===== src/rtl/rcgb_pkg.sv =====
`default_nettype none
package rcgb_pkg;

	// Configuration register indexes
	typedef enum logic [2:0] {
		CFG_PAINT_COLOR    = 3'd0,
		CFG_ORIGIN_X       = 3'd1,
		CFG_ORIGIN_Y       = 3'd2,
		CFG_SURFACE_WIDTH  = 3'd3,
		CFG_SURFACE_HEIGHT = 3'd4
	} cfg_index_t;

	// Result kinds
	typedef enum logic {
		KIND_PIXEL = 1'b0,
		KIND_END   = 1'b1
	} kind_t;

	localparam int unsigned CTRL_COUNT_W = 3;
	localparam int unsigned CTRL_SKIP_LSB = 3;
	localparam int unsigned CTRL_SKIP_MSB = 6;
	localparam int unsigned CTRL_EOL_BIT = 7;

	typedef struct packed {
		logic [7:0]  stream_byte;
		logic [23:0] dest_pixel;
	} in_item_t;

	typedef struct packed {
		kind_t       kind;
		logic [11:0] pixel_x;
		logic [11:0] pixel_y;
		logic [23:0] pixel_value;
	} out_item_t;

endpackage
`default_nettype wire


===== src/rtl/rcgb_blend.sv =====
`default_nettype none
module rcgb_blend
	import rcgb_pkg::*;
(
	input  wire logic [7:0]  coverage,
	input  wire logic [23:0] dest_pixel,
	input  wire logic [23:0] paint_color,
	output logic      [23:0] pixel_value
);

	logic [8:0] alpha;

	// Stretch coverage to 0..256
	assign alpha = {1'b0, coverage} + {8'd0, coverage[7]};

	// Move each channel towards the paint colour, flooring the signed step
	for (genvar c = 0; c < 3; c++) begin : g_chan
		logic [7:0]  old_c;
		logic [7:0]  paint_c;
		logic        up;
		logic [7:0]  diff;
		logic [16:0] prod;
		logic [16:0] prod_rnd;
		logic [7:0]  step;

		assign old_c    = dest_pixel[c*8 +: 8];
		assign paint_c  = paint_color[c*8 +: 8];
		assign up       = paint_c >= old_c;
		assign diff     = up ? (paint_c - old_c) : (old_c - paint_c);
		assign prod     = alpha * {1'b0, diff};
		assign prod_rnd = up ? prod : (prod + 17'd255);
		assign step     = prod_rnd[15:8];
		assign pixel_value[c*8 +: 8] = up ? (old_c + step) : (old_c - step);
	end

endmodule
`default_nettype wire


===== src/rtl/rle_coverage_glyph_blender.sv =====
`default_nettype none
// Run-length coverage glyph blender. One stream byte is taken per clock while
// the output register is free or draining; the result of a literal (or the end
// of glyph mark) appears in the output register on the cycle after its byte is
// accepted. Other control bytes and dropped literals give no result. Throughput
// is set by the output register alone: in_stall rises only while a held result
// is stalled downstream. Configuration is to be written through cfg_we/
// cfg_index/cfg_data only while idle; the block does not enforce this.
module rle_coverage_glyph_blender
	import rcgb_pkg::*;
#(
	parameter int unsigned GLYPH_WIDTH  = 6,
	parameter int unsigned GLYPH_HEIGHT = 11
) (
	input  wire logic      clk,
	input  wire logic      arst_n,
	input  wire logic      cfg_we,
	input  wire logic [2:0]  cfg_index,
	input  wire logic [23:0] cfg_data,
	input  wire logic      in_valid,
	output logic           in_stall,
	input  wire in_item_t  in_data,
	output logic           out_valid,
	input  wire logic      out_stall,
	output out_item_t      out_data
);

	localparam logic [7:0]  GW8  = 8'(GLYPH_WIDTH);
	localparam logic [7:0]  GH8  = 8'(GLYPH_HEIGHT);
	localparam logic [14:0] GW15 = 15'(GLYPH_WIDTH);
	localparam logic [14:0] GH15 = 15'(GLYPH_HEIGHT);

	logic [23:0] paint_color_q;
	logic [12:0] origin_x_q;
	logic [12:0] origin_y_q;
	logic [12:0] surface_width_q;
	logic [12:0] surface_height_q;

	logic [CTRL_COUNT_W-1:0] literals_left_q;
	logic                    line_end_pending_q;
	logic [7:0]              cursor_col_q;
	logic [7:0]              cursor_row_q;

	logic        out_valid_q;
	out_item_t   out_data_q;

	// Configuration writes
	always_ff @(posedge clk or negedge arst_n) begin
		if (!arst_n) begin
			paint_color_q    <= '0;
			origin_x_q       <= '0;
			origin_y_q       <= '0;
			surface_width_q  <= '0;
			surface_height_q <= '0;
		end else if (cfg_we) begin
			unique case (cfg_index_t'(cfg_index))
				CFG_PAINT_COLOR:    paint_color_q    <= cfg_data;
				CFG_ORIGIN_X:       origin_x_q       <= cfg_data[12:0];
				CFG_ORIGIN_Y:       origin_y_q       <= cfg_data[12:0];
				CFG_SURFACE_WIDTH:  surface_width_q  <= cfg_data[12:0];
				CFG_SURFACE_HEIGHT: surface_height_q <= cfg_data[12:0];
				default: ;
			endcase
		end
	end

	// Box containment against the surface
	logic signed [14:0] ox_ext;
	logic signed [14:0] oy_ext;
	logic               box_fits;

	assign ox_ext   = 15'(signed'(origin_x_q));
	assign oy_ext   = 15'(signed'(origin_y_q));
	assign box_fits = !origin_x_q[12] && !origin_y_q[12]
		&& (ox_ext + signed'(GW15) <= signed'({2'b00, surface_width_q}))
		&& (oy_ext + signed'(GH15) <= signed'({2'b00, surface_height_q}));

	// Blend datapath
	logic [23:0] blended;

	rcgb_blend u_blend (
		.coverage    (in_data.stream_byte),
		.dest_pixel  (in_data.dest_pixel),
		.paint_color (paint_color_q),
		.pixel_value (blended)
	);

	logic accept;
	assign in_stall = out_valid_q && out_stall;
	assign accept   = in_valid && !in_stall;

	// Decode the byte and work out next cursor state and result
	logic                    is_ctrl;
	logic                    is_end;
	logic [CTRL_COUNT_W-1:0] lit_next;
	logic                    pend_next;
	logic [7:0]              col_next;
	logic [7:0]              row_next;
	logic                    emit;
	out_item_t               res;

	always_comb begin
		is_ctrl   = literals_left_q == '0;
		is_end    = is_ctrl && (in_data.stream_byte == 8'd0);
		lit_next  = literals_left_q;
		pend_next = line_end_pending_q;
		col_next  = cursor_col_q;
		row_next  = cursor_row_q;
		emit      = 1'b0;
		res.kind        = KIND_PIXEL;
		res.pixel_x     = 12'(origin_x_q) + {4'd0, cursor_col_q};
		res.pixel_y     = 12'(origin_y_q) + {4'd0, cursor_row_q};
		res.pixel_value = blended;
		if (is_end) begin
			col_next  = '0;
			row_next  = '0;
			pend_next = 1'b0;
			emit      = 1'b1;
			res.kind        = KIND_END;
			res.pixel_x     = '0;
			res.pixel_y     = '0;
			res.pixel_value = '0;
		end else if (is_ctrl) begin
			col_next  = cursor_col_q
				+ {4'd0, in_data.stream_byte[CTRL_SKIP_MSB:CTRL_SKIP_LSB]};
			lit_next  = in_data.stream_byte[CTRL_COUNT_W-1:0];
			pend_next = in_data.stream_byte[CTRL_EOL_BIT];
			if (lit_next == '0 && pend_next) begin
				pend_next = 1'b0;
				col_next  = '0;
				row_next  = cursor_row_q + 8'd1;
			end
		end else begin
			emit      = box_fits && (cursor_col_q < GW8) && (cursor_row_q < GH8);
			col_next  = cursor_col_q + 8'd1;
			lit_next  = literals_left_q - 1'b1;
			if (lit_next == '0 && pend_next) begin
				pend_next = 1'b0;
				col_next  = '0;
				row_next  = cursor_row_q + 8'd1;
			end
		end
	end

	// Advance cursor state on each accepted item
	always_ff @(posedge clk or negedge arst_n) begin
		if (!arst_n) begin
			literals_left_q    <= '0;
			line_end_pending_q <= 1'b0;
			cursor_col_q       <= '0;
			cursor_row_q       <= '0;
		end else if (accept) begin
			literals_left_q    <= lit_next;
			line_end_pending_q <= pend_next;
			cursor_col_q       <= col_next;
			cursor_row_q       <= row_next;
		end
	end

	// Output register: load on accept, drop valid once taken
	always_ff @(posedge clk or negedge arst_n) begin
		if (!arst_n) begin
			out_valid_q <= 1'b0;
		end else if (accept) begin
			out_valid_q <= emit;
		end else if (!out_stall) begin
			out_valid_q <= 1'b0;
		end
	end

	always_ff @(posedge clk) begin
		if (accept && emit) begin
			out_data_q <= res;
		end
	end

	assign out_valid = out_valid_q;
	assign out_data  = out_data_q;

endmodule
`default_nettype wire

===== config.mk =====
export PLATFORM = sky130hd
export DESIGN_NAME = rle_coverage_glyph_blender
export DESIGN_NICKNAME = d
export VERILOG_FILES = /design/src/rtl/rcgb_pkg.sv /design/src/rtl/rcgb_blend.sv /design/src/rtl/rle_coverage_glyph_blender.sv
export SDC_FILE = /design/constraint.sdc
export NUM_CORES = 1
export LEC_CHECK = 0
export ABC_AREA = 1
export BUFFER_PORTS_ARGS = -buffer_cell sky130_fd_sc_hd__buf_4
export CORE_ASPECT_RATIO = 0.9
export CORE_MARGIN = 5
export CORE_UTILIZATION = 56
export DETAILED_ROUTE_END_ITERATION = 7
export GPL_TIMING_DRIVEN = 0
export PLACE_DENSITY_LB_ADDON = 0.3
export SLEW_MARGIN = 25
export SYNTH_ARGS = -nofsm -noshare
export SYNTH_HDL_FRONTEND = slang
export SYNTH_HIERARCHICAL = 1
export SYNTH_SLANG_ARGS = --single-unit

===== constraint.sdc =====
create_clock -name clk -period 21.1 [get_ports clk]
set_clock_uncertainty 0.15 [all_clocks]
set_input_delay 1.055 -clock clk [delete_from_list [all_inputs] [get_ports clk]]
set_output_delay 1.055 -clock clk [all_outputs]
set_load 0.1 [all_outputs]

==> reports/qor.json, run 1 <==
{
  "global_routing": {
    "grt_max_degree": 98,
    "globalRouteMet1Util_pct": 35.7,
    "first_global_vias": 16800,
    "grt.busiest_layer": "met2",
    "groute.layer.met2.usage_pct": 43.4,
    "antenna_found_initial": 2,
    "grt.overflow.total": 0,
    "globalRouteMet3Util_pct": 6.23,
    "grt_use_total_pct": 26.4,
    "grt_pass1_wl_um": 81500
  },
  "clocking": {
    "cts-resized-gates": 0,
    "numClockSinks": 146,
    "cts.clk_slew.worst_paths_ns": 0.07,
    "tritoncts.num_buffers": 17,
    "tritoncts": "built",
    "post_cts_hold_buffer_count": 0,
    "cts_setup_buffers": 0,
    "clk_latency_ns": 0.43,
    "cts-root-to-sink-buffers": 2,
    "clock_tree.root_cell": "sky130_fd_sc_hd__clkbuf_16",
    "ctsHtreeMaxLevel": 4
  },
  "detailed_routing": {
    "final_antenna_net_count": 0,
    "detailroute.via_count": 17000,
    "drc_errors": 0,
    "drt-pass1-iter-count": 6,
    "routed_via_density": 5.34,
    "wl_per_cell_um": 15.5,
    "initialDrtViolationCount": 1132,
    "post_detailed_routing_wire_length_um": 49400
  },
  "synth": {
    "synth.lib_cells_used.distinct": 57,
    "synthesis.instances": 2581,
    "post_synth.cell_area_avg_um2": 7.38,
    "mapped_area_um2": 19000,
    "synth-seq-area-share_pct": 20.5,
    "dominantRegCellSynth": "sky130_fd_sc_hd__dfrtp_1",
    "synthesis.yosys.warnings": 6,
    "synth-async-reset-ratio_pct": 66.4,
    "synth-edff-count": 49,
    "synth_seq_cells": 146,
    "synth.net_count": 3009
  },
  "min_path": {
    "worst_hold_path_type": "input port to async pin"
  },
  "layout": {
    "synthToLayoutAreaGrowth_pct": 10.6,
    "num_antenna_cells": 0,
    "post_route_cells_drive_above_1_share_pct": 9.02,
    "finish.net_count": 3143,
    "final.fill_count": 2997
  },
  "sta": {
    "period_needed_ns": 9.73,
    "totalNegativeSetupSlack_ns": 0,
    "period_share_pct": 46.1,
    "slew_violations": 0,
    "finalHoldViolCount": 0,
    "tightest_slew_ns": 1.11,
    "slew_headroom_pct": 26.0,
    "setup_violations": 0,
    "grt_setup_unrepaired": "false",
    "fmax_ghz": 0.103
  },
  "worst_setup_path": {
    "critical_path_arrival_ns": 9.76,
    "crit_path_top_delay_cell": "sky130_fd_sc_hd__xor2_1",
    "rrSetupSlack_ns": 11.61,
    "required_ns": 21.13,
    "r2r-end": "out_data[23]",
    "reg2regPathDepth": 53,
    "crit_fanout": 10,
    "delay_of_the_slowest_cell_on_the_worst_path_ns": 0.78,
    "worst_setup_path_start_kind": "input port",
    "end_kind": "flip-flop",
    "crit_type": "input port to flip-flop",
    "worstReg2RegStart": "paint_color_q[16]"
  },
  "floorplanning": {
    "chipHeight_um": 185,
    "initial_utilization_pct": 56.4,
    "num_io_pins": 115,
    "die_x_um": 204,
    "placementRows": 64,
    "placeableCoreArea_um2": 33800,
    "floorplan.die_area_um2": 37800
  },
  "run_status": {
    "outcome": "completed"
  },
  "placement": {
    "detailedPlacementHpwl_um": 40000,
    "place.port_buffers": 114,
    "gpl.final_weighted_congestion": 0.948
  },
  "job": {
    "total_of_max_cap_violations": 0
  }
}
-- layout make-up --
cell class	count	area, um2	area share, %
flip-flops and latches	146	3900	18.5
clock buffers	17	425	2.02
inverters	560	2110	10.0
well taps	462	578	2.74
plain buffers	41	196	0.933
repair buffers	115	887	4.21
multi-input cells	1834	12800	61.0
clock inverters	15	125	0.594
-- critical path: cells and delay by family --
family | cells | cell delay (ns)
XOR/XNOR | 2 | 0.94
adder cells (fa/ha/maj) | 9 | 3.48
AND/OR/NAND/NOR | 23 | 2.26
buffers and inverters | 14 | 1.29
AO/OA/AOI/OAI | 5 | 0.72
-- synthesized netlist by cell type (all sizes together) (7+ instances only) --
cell type,n,share of area [%]
ha,229,15
a31oi,15,0.49
mux2,11,0.65
fa,135,14
clkinv,7,0.14
nor2,291,6.3
xnor2,29,1.3
a21o,8,0.32
buf,17,0.56
inv,553,11
clkbuf,24,0.47
o21ai,133,3.6
xor2,74,3.4
nand3b,16,0.63
nand2,579,12
nand3,109,3.0
a21oi,94,2.5
nor3,17,0.56
or2,9,0.30
dfrtp,97,13
nand4,40,1.5
edfxtp,49,7.7
o211ai,10,0.42
-- sequential cells by signal, indices dropped and copies added (netlist names) --
register            flops
origin_x_q             13
surface_height_q       13
surface_width_q        13
cursor_row_q            8
origin_y_q             13
cursor_col_q            8
out_valid               1
out_data               49
literals_left_q         3
line_end_pending_q      1
paint_color_q          24
-- layout by cell type, fill, tap and decap left out, types with 5 or more instances in the layout --
| master | netlist | layout |
|---|---|---|
| sky130_fd_sc_hd__o21a_1 | 6 | 6 |
| sky130_fd_sc_hd__nand3_1 | 105 | 105 |
| sky130_fd_sc_hd__nand2_2 | 11 | 11 |
| sky130_fd_sc_hd__dfrtp_1 | 97 | 97 |
| sky130_fd_sc_hd__o21bai_1 | 6 | 6 |
| sky130_fd_sc_hd__o21ai_1 | 9 | 9 |
| sky130_fd_sc_hd__inv_1 | 539 | 538 |
| sky130_fd_sc_hd__edfxtp_1 | 49 | 49 |
| sky130_fd_sc_hd__o21ai_0 | 122 | 122 |
| sky130_fd_sc_hd__buf_4 | 2 | 115 |
| sky130_fd_sc_hd__buf_2 | 10 | 10 |
| sky130_fd_sc_hd__mux2_2 | 11 | 11 |
| sky130_fd_sc_hd__or2_2 | 9 | 9 |
| sky130_fd_sc_hd__xor2_1 | 74 | 74 |
| sky130_fd_sc_hd__a21oi_1 | 91 | 91 |
| sky130_fd_sc_hd__clkbuf_1 | 24 | 24 |
| sky130_fd_sc_hd__xnor2_1 | 29 | 29 |
| sky130_fd_sc_hd__ha_1 | 229 | 229 |
| sky130_fd_sc_hd__a21o_1 | 8 | 8 |
| sky130_fd_sc_hd__clkbuf_16 | 0 | 17 |
| sky130_fd_sc_hd__a31oi_1 | 15 | 15 |
| sky130_fd_sc_hd__clkinv_1 | 6 | 6 |
| sky130_fd_sc_hd__nor2_4 | 6 | 6 |
| sky130_fd_sc_hd__nand2_1 | 564 | 564 |
| sky130_fd_sc_hd__nor2_1 | 277 | 277 |
| sky130_fd_sc_hd__nor3_1 | 14 | 14 |
| sky130_fd_sc_hd__inv_6 | 0 | 5 |
| sky130_fd_sc_hd__fa_1 | 135 | 135 |
| sky130_fd_sc_hd__o221ai_1 | 5 | 5 |
| sky130_fd_sc_hd__nand3b_1 | 16 | 16 |
| sky130_fd_sc_hd__nand4_1 | 36 | 36 |
| sky130_fd_sc_hd__inv_2 | 14 | 14 |
| sky130_fd_sc_hd__nor2_2 | 5 | 5 |
| sky130_fd_sc_hd__o211ai_1 | 9 | 9 |
-- per-layer routing --
| metal | part of all wire, % | up-vias |
|---|---|---|
| met5 | 0.014 | - |
| met4 | 1.9 | 2 |
| met3 | 9.0 | 84 |
| met2 | 46 | 642 |
| met1 | 44 | 7976 |
| li1 | - | 8315 |
-- how the worst max path moves through the flow --
stage	start	to	slack, ns	cells past startpoint
after floorplan	in_data[8]	out_data[15]	12.39	47
after global placement	in_data[16]	out_data[23]	11.13	53
after detailed placement	in_data[8]	out_data[15]	11.05	49
after CTS	in_data[16]	out_data[23]	11.48	53
after global routing	in_data[16]	out_data[23]	10.67	54
final	in_data[16]	out_data[23]	11.37	53
-- logic make-up (layout without fill, tap and decap cells) --
logic type / Yosys count / in the layout / synth area share [%]
AO/OA/AOI/OAI: 284 / 284 / 8.31
XOR/XNOR: 103 / 103 / 4.74
adder cells (fa/ha/maj): 364 / 364 / 29.2
buffers and inverters: 601 / 748 / 12.1
flip-flops: 146 / 146 / 20.5
multiplexers: 15 / 15 / 0.861
AND/OR/NAND/NOR: 1068 / 1068 / 24.3
-- through the flow --
| step | cells | hold WS [ns] | cell area [um2] | utilization (%) | worst slack, ns |
|---|---|---|---|---|---|
| CTS | 3189 | 0.340 | 21000 | 62.2 | 11.48 |
| floorplan | 2581 | 0.303 | 19000 | - | 12.39 |
| finish | 3190 | 0.320 | 21100 | 62.3 | 11.37 |
| detailed placement | 3157 | 0.323 | 20500 | 60.6 | 11.05 |
| global placement | 3157 | 0.320 | 20500 | 60.6 | 11.13 |
| global route | 3190 | 0.332 | 21100 | 62.3 | 10.67 |
Power of run 1 is left out: the tool's default activity adds up to more than one toggle a clock period on the data nets, which glitch-free logic cannot reach.
==> run 2, diff against run 1 <==
- clock period: 21.1 -> 9 ns (I/O delays scaled with it)
==> run 2 against run 1 <==
Effect of this change: via count grew 0.80%; critical path depth stayed put; global-route usage up 0.14 points; count of clock-buffer cells in the layout did not move; first-iteration DRC count increased by 0.80%; worst hold slack got worse by 0.22 ns; final cell count grew 0.91%; worst setup slack got worse by 11 ns; register-to-register slack worse by 11 ns; critical endpoint is now out_data[15]; highest routed layer unchanged.
==> reports/qor.json, run 2 (same netlist as run 1, synthesis figures left out) <==
{
  "run_status": {
    "outcome": {"value": "completed", "change": "unchanged"}
  },
  "worst_setup_path": {
    "rrSetupSlack": {"value": 0.37, "unit": "ns", "change": "was 11.61 ns"},
    "worst_setup_path_start_kind": {"value": "flip-flop", "change": "was input port"},
    "required": {"value": 9.04, "unit": "ns", "change": "was 21.13 ns"},
    "crit_fanout": {"value": 8, "change": "was 10"},
    "end_kind": {"value": "flip-flop", "change": "unchanged"},
    "critical_path_arrival": {"value": 8.67, "unit": "ns", "change": "was 9.76 ns"},
    "reg2regPathDepth": {"value": 53, "change": "unchanged"},
    "delay_of_the_slowest_cell_on_the_worst_path": {"value": 0.54, "unit": "ns", "change": "was 0.78 ns"},
    "worstReg2RegStart": {"value": "paint_color_q[8]", "change": "was paint_color_q[16]"},
    "crit_path_top_delay_cell": {"value": "sky130_fd_sc_hd__fa_1", "change": "was sky130_fd_sc_hd__xor2_1"},
    "crit_type": {"value": "flip-flop to flip-flop", "change": "was input port to flip-flop"},
    "critical-path-top-cell-by-count": "sky130_fd_sc_hd__inv_1",
    "r2r-end": {"value": "out_data[15]", "change": "was out_data[23]"}
  },
  "detailed_routing": {
    "detailroute.via_count": {"value": 17200, "change": "was 17000"},
    "final_antenna_net_count": {"value": 0, "change": "unchanged"},
    "wl_per_cell": {"value": 15.7, "unit": "um", "change": "was 15.5 um"},
    "highest-signal-layer": {"value": "met5", "change": "unchanged"},
    "wl_met2": {"value": 23200, "unit": "um", "change": "was 22500 um"},
    "drc_errors": {"value": 0, "change": "unchanged"},
    "routed_via_density": {"value": 5.33, "change": "was 5.34"},
    "post_detailed_routing_wire_length": {"value": 50400, "unit": "um", "change": "was 49400 um"},
    "route.met3.wl": {"value": 4230, "unit": "um", "change": "was 4450 um"},
    "initialDrtViolationCount": {"value": 1141, "change": "was 1132"},
    "drt-pass1-iter-count": {"value": 6, "change": "unchanged"},
    "detail_route.wirelength.met1": {"value": 22000, "unit": "um", "change": "was 21500 um"}
  },
  "layout": {
    "synthToLayoutAreaGrowth": {"value": 14.0, "unit": "%", "change": "was 10.6%"},
    "layout_common_cells": {"value": "sky130_fd_sc_hd__nand2_1, sky130_fd_sc_hd__inv_1, sky130_fd_sc_hd__nor2_1", "change": "unchanged"},
    "finish.net_count": {"value": 3172, "change": "was 3143"},
    "largest_reg_flops": {"value": 49, "change": "unchanged"},
    "layout.cells.non_filler": {"value": 3219, "change": "was 3190"},
    "num_antenna_cells": {"value": 0, "change": "unchanged"},
    "post_route_cells_drive_above_1_share": {"value": 12.2, "unit": "%", "change": "was 9.02%"},
    "most_common_cell_after_layout_fill_and_taps_aside": {"value": "sky130_fd_sc_hd__nand2_1", "change": "unchanged"}
  },
  "placement": {
    "placedCellCount": {"value": 3157, "change": "unchanged"},
    "detailedPlacementHpwl": {"value": 40000, "unit": "um", "change": "unchanged"},
    "place.port_buffers": {"value": 114, "change": "unchanged"},
    "gpl.final_weighted_congestion": {"value": 0.948, "change": "unchanged"}
  },
  "sta": {
    "grt_setup_unrepaired": {"value": "true", "change": "was false"},
    "slew_headroom": {"value": 25.5, "unit": "%", "change": "was 26.0%"},
    "tightest_slew": {"value": 1.11, "unit": "ns", "change": "about the same"},
    "fmax_ghz": 0.116,
    "period_share_pct": 95.9,
    "setup_violations": {"value": 0, "change": "unchanged"},
    "slew_violations": {"value": 0, "change": "unchanged"},
    "finalHoldViolCount": {"value": 0, "change": "unchanged"},
    "period_needed_ns": 8.63
  },
  "min_path": {
    "worst_hold_path_type": {"value": "input port to flip-flop", "change": "was input port to async pin"},
    "end_point_of_the_most_critical_hold_path": "paint_color_q[21]",
    "hold_path_startpoint": "cfg_data[21]",
    "min_delay_path_depth": 2
  },
  "clocking": {
    "tritoncts": {"value": "built", "change": "unchanged"},
    "clk_latency": {"value": 0.43, "unit": "ns", "change": "about the same"},
    "clock_tree.root_cell": {"value": "sky130_fd_sc_hd__clkbuf_16", "change": "unchanged"},
    "numClockSinks": {"value": 146, "change": "unchanged"},
    "tritoncts.num_buffers": {"value": 17, "change": "unchanged"},
    "cts.clk_slew.worst_paths": {"value": 0.07, "unit": "ns", "change": "about the same"},
    "ctsHtreeMaxLevel": {"value": 4, "change": "unchanged"},
    "cts-root-to-sink-buffers": {"value": 2, "change": "unchanged"}
  },
  "floorplanning": {
    "placeableCoreArea": {"value": 33800, "unit": "um2", "change": "unchanged"},
    "num_io_pins": {"value": 115, "change": "unchanged"},
    "chipHeight": {"value": 185, "unit": "um", "change": "unchanged"},
    "floorplan.die_area": {"value": 37800, "unit": "um2", "change": "unchanged"},
    "initial_utilization": {"value": 56.4, "unit": "%", "change": "unchanged"},
    "placementRows": {"value": 64, "change": "unchanged"},
    "die_x": {"value": 204, "unit": "um", "change": "unchanged"}
  },
  "global_routing": {
    "antenna_found_initial": {"value": 2, "change": "unchanged"},
    "grt_max_degree": {"value": 98, "change": "unchanged"},
    "grt_use_total": {"value": 26.5, "unit": "%", "change": "was 26.4%"},
    "grt.overflow.total": {"value": 0, "change": "unchanged"},
    "first_global_vias": {"value": 16900, "change": "was 16800"},
    "grt_pass1_wl": {"value": 81900, "unit": "um", "change": "was 81500 um"}
  },
  "job": {
    "total_of_max_cap_violations": {"value": 0, "change": "unchanged"}
  }
}
## run 2: cell count changes in the layout (fill, tap and decap cells not counted), moves of 4 or more
cell                      delta
sky130_fd_sc_hd__nand2_1    -10
sky130_fd_sc_hd__a21oi_1    -10
sky130_fd_sc_hd__a21oi_2     +9
sky130_fd_sc_hd__ha_4        +6
sky130_fd_sc_hd__buf_4      +29
sky130_fd_sc_hd__xor2_2      +8
sky130_fd_sc_hd__xor2_1     -11
sky130_fd_sc_hd__nand2_2     +9
sky130_fd_sc_hd__mux2i_1     -4
sky130_fd_sc_hd__ha_1        -9
sky130_fd_sc_hd__nor2_1      -6
sky130_fd_sc_hd__nor2_2      +5
## run 2: repair_timing
item | in CTS | in global routing
pin swaps | 4 | 31
hold buffers | 0 | 1
gates resized for setup | 10 | 73
setup endpoints to repair | 2 | 5
hold endpoints to repair | 0 | 23
buffers inserted | 8 | 21
## run 2: worst max path at each step
stage	from	to	slack [ns]	depth (start not counted)
final	paint_color_q[8]	out_data[15]	0.37	53
after global routing	paint_color_q[8]	out_data[15]	-0.20	50
after CTS	paint_color_q[8]	out_data[15]	0.008	49
after detailed placement	in_data[8]	out_data[15]	-0.45	49
after global placement	in_data[16]	out_data[23]	-0.37	53
after floorplan	in_data[8]	out_data[15]	0.89	47
## run 2: worst max-delay path, delay by kind of cell, from the launching register on
family / cells / cell delay (ns)
AND/OR/NAND/NOR: 24 / 2.32
flip-flops: 1 / 0.40
adder cells (fa/ha/maj): 9 / 3.45
XOR/XNOR: 2 / 0.27
AO/OA/AOI/OAI: 6 / 0.95
buffers and inverters: 12 / 0.83
## run 2: through the flow
| stage | hold WS, ns | cell area, um2 | setup TNS [ns] | worst slack, ns | utilization [%] |
|---|---|---|---|---|---|
| after floorplan | 0.00441 | 19000 | 0 | 0.891 | - |
| after global placement | 0.320 | 20500 | -0.526 | -0.368 | 60.6 |
| after detailed placement | 0.323 | 20500 | -0.975 | -0.446 | 60.6 |
| after CTS | 0.0117 | 21200 | 0 | 0.00796 | 62.6 |
| after global routing | 0.0929 | 21700 | -0.287 | -0.201 | 64.3 |
| final | 0.0982 | 21700 | 0 | 0.370 | 64.3 |
## run 2: routing by layer
metal,global-route usage [%],up-vias
met5,0,-
met4,6.32,2
met3,6.43,84
met2,43.7,621
met1,35.7,8082
li1,-,8367
## run 2: area by class of cell
type                    instances  area (um2)
clock inverters                15         125
repair buffers                145        1130
inverters                     560        2110
fillers                      2907       12100
clock buffers                  17         425
well taps                     462         578
multi-input cells            1834       13200
flip-flops and latches        146        3900
plain buffers                  40         205
Power of run 2 is left out for the same reason.
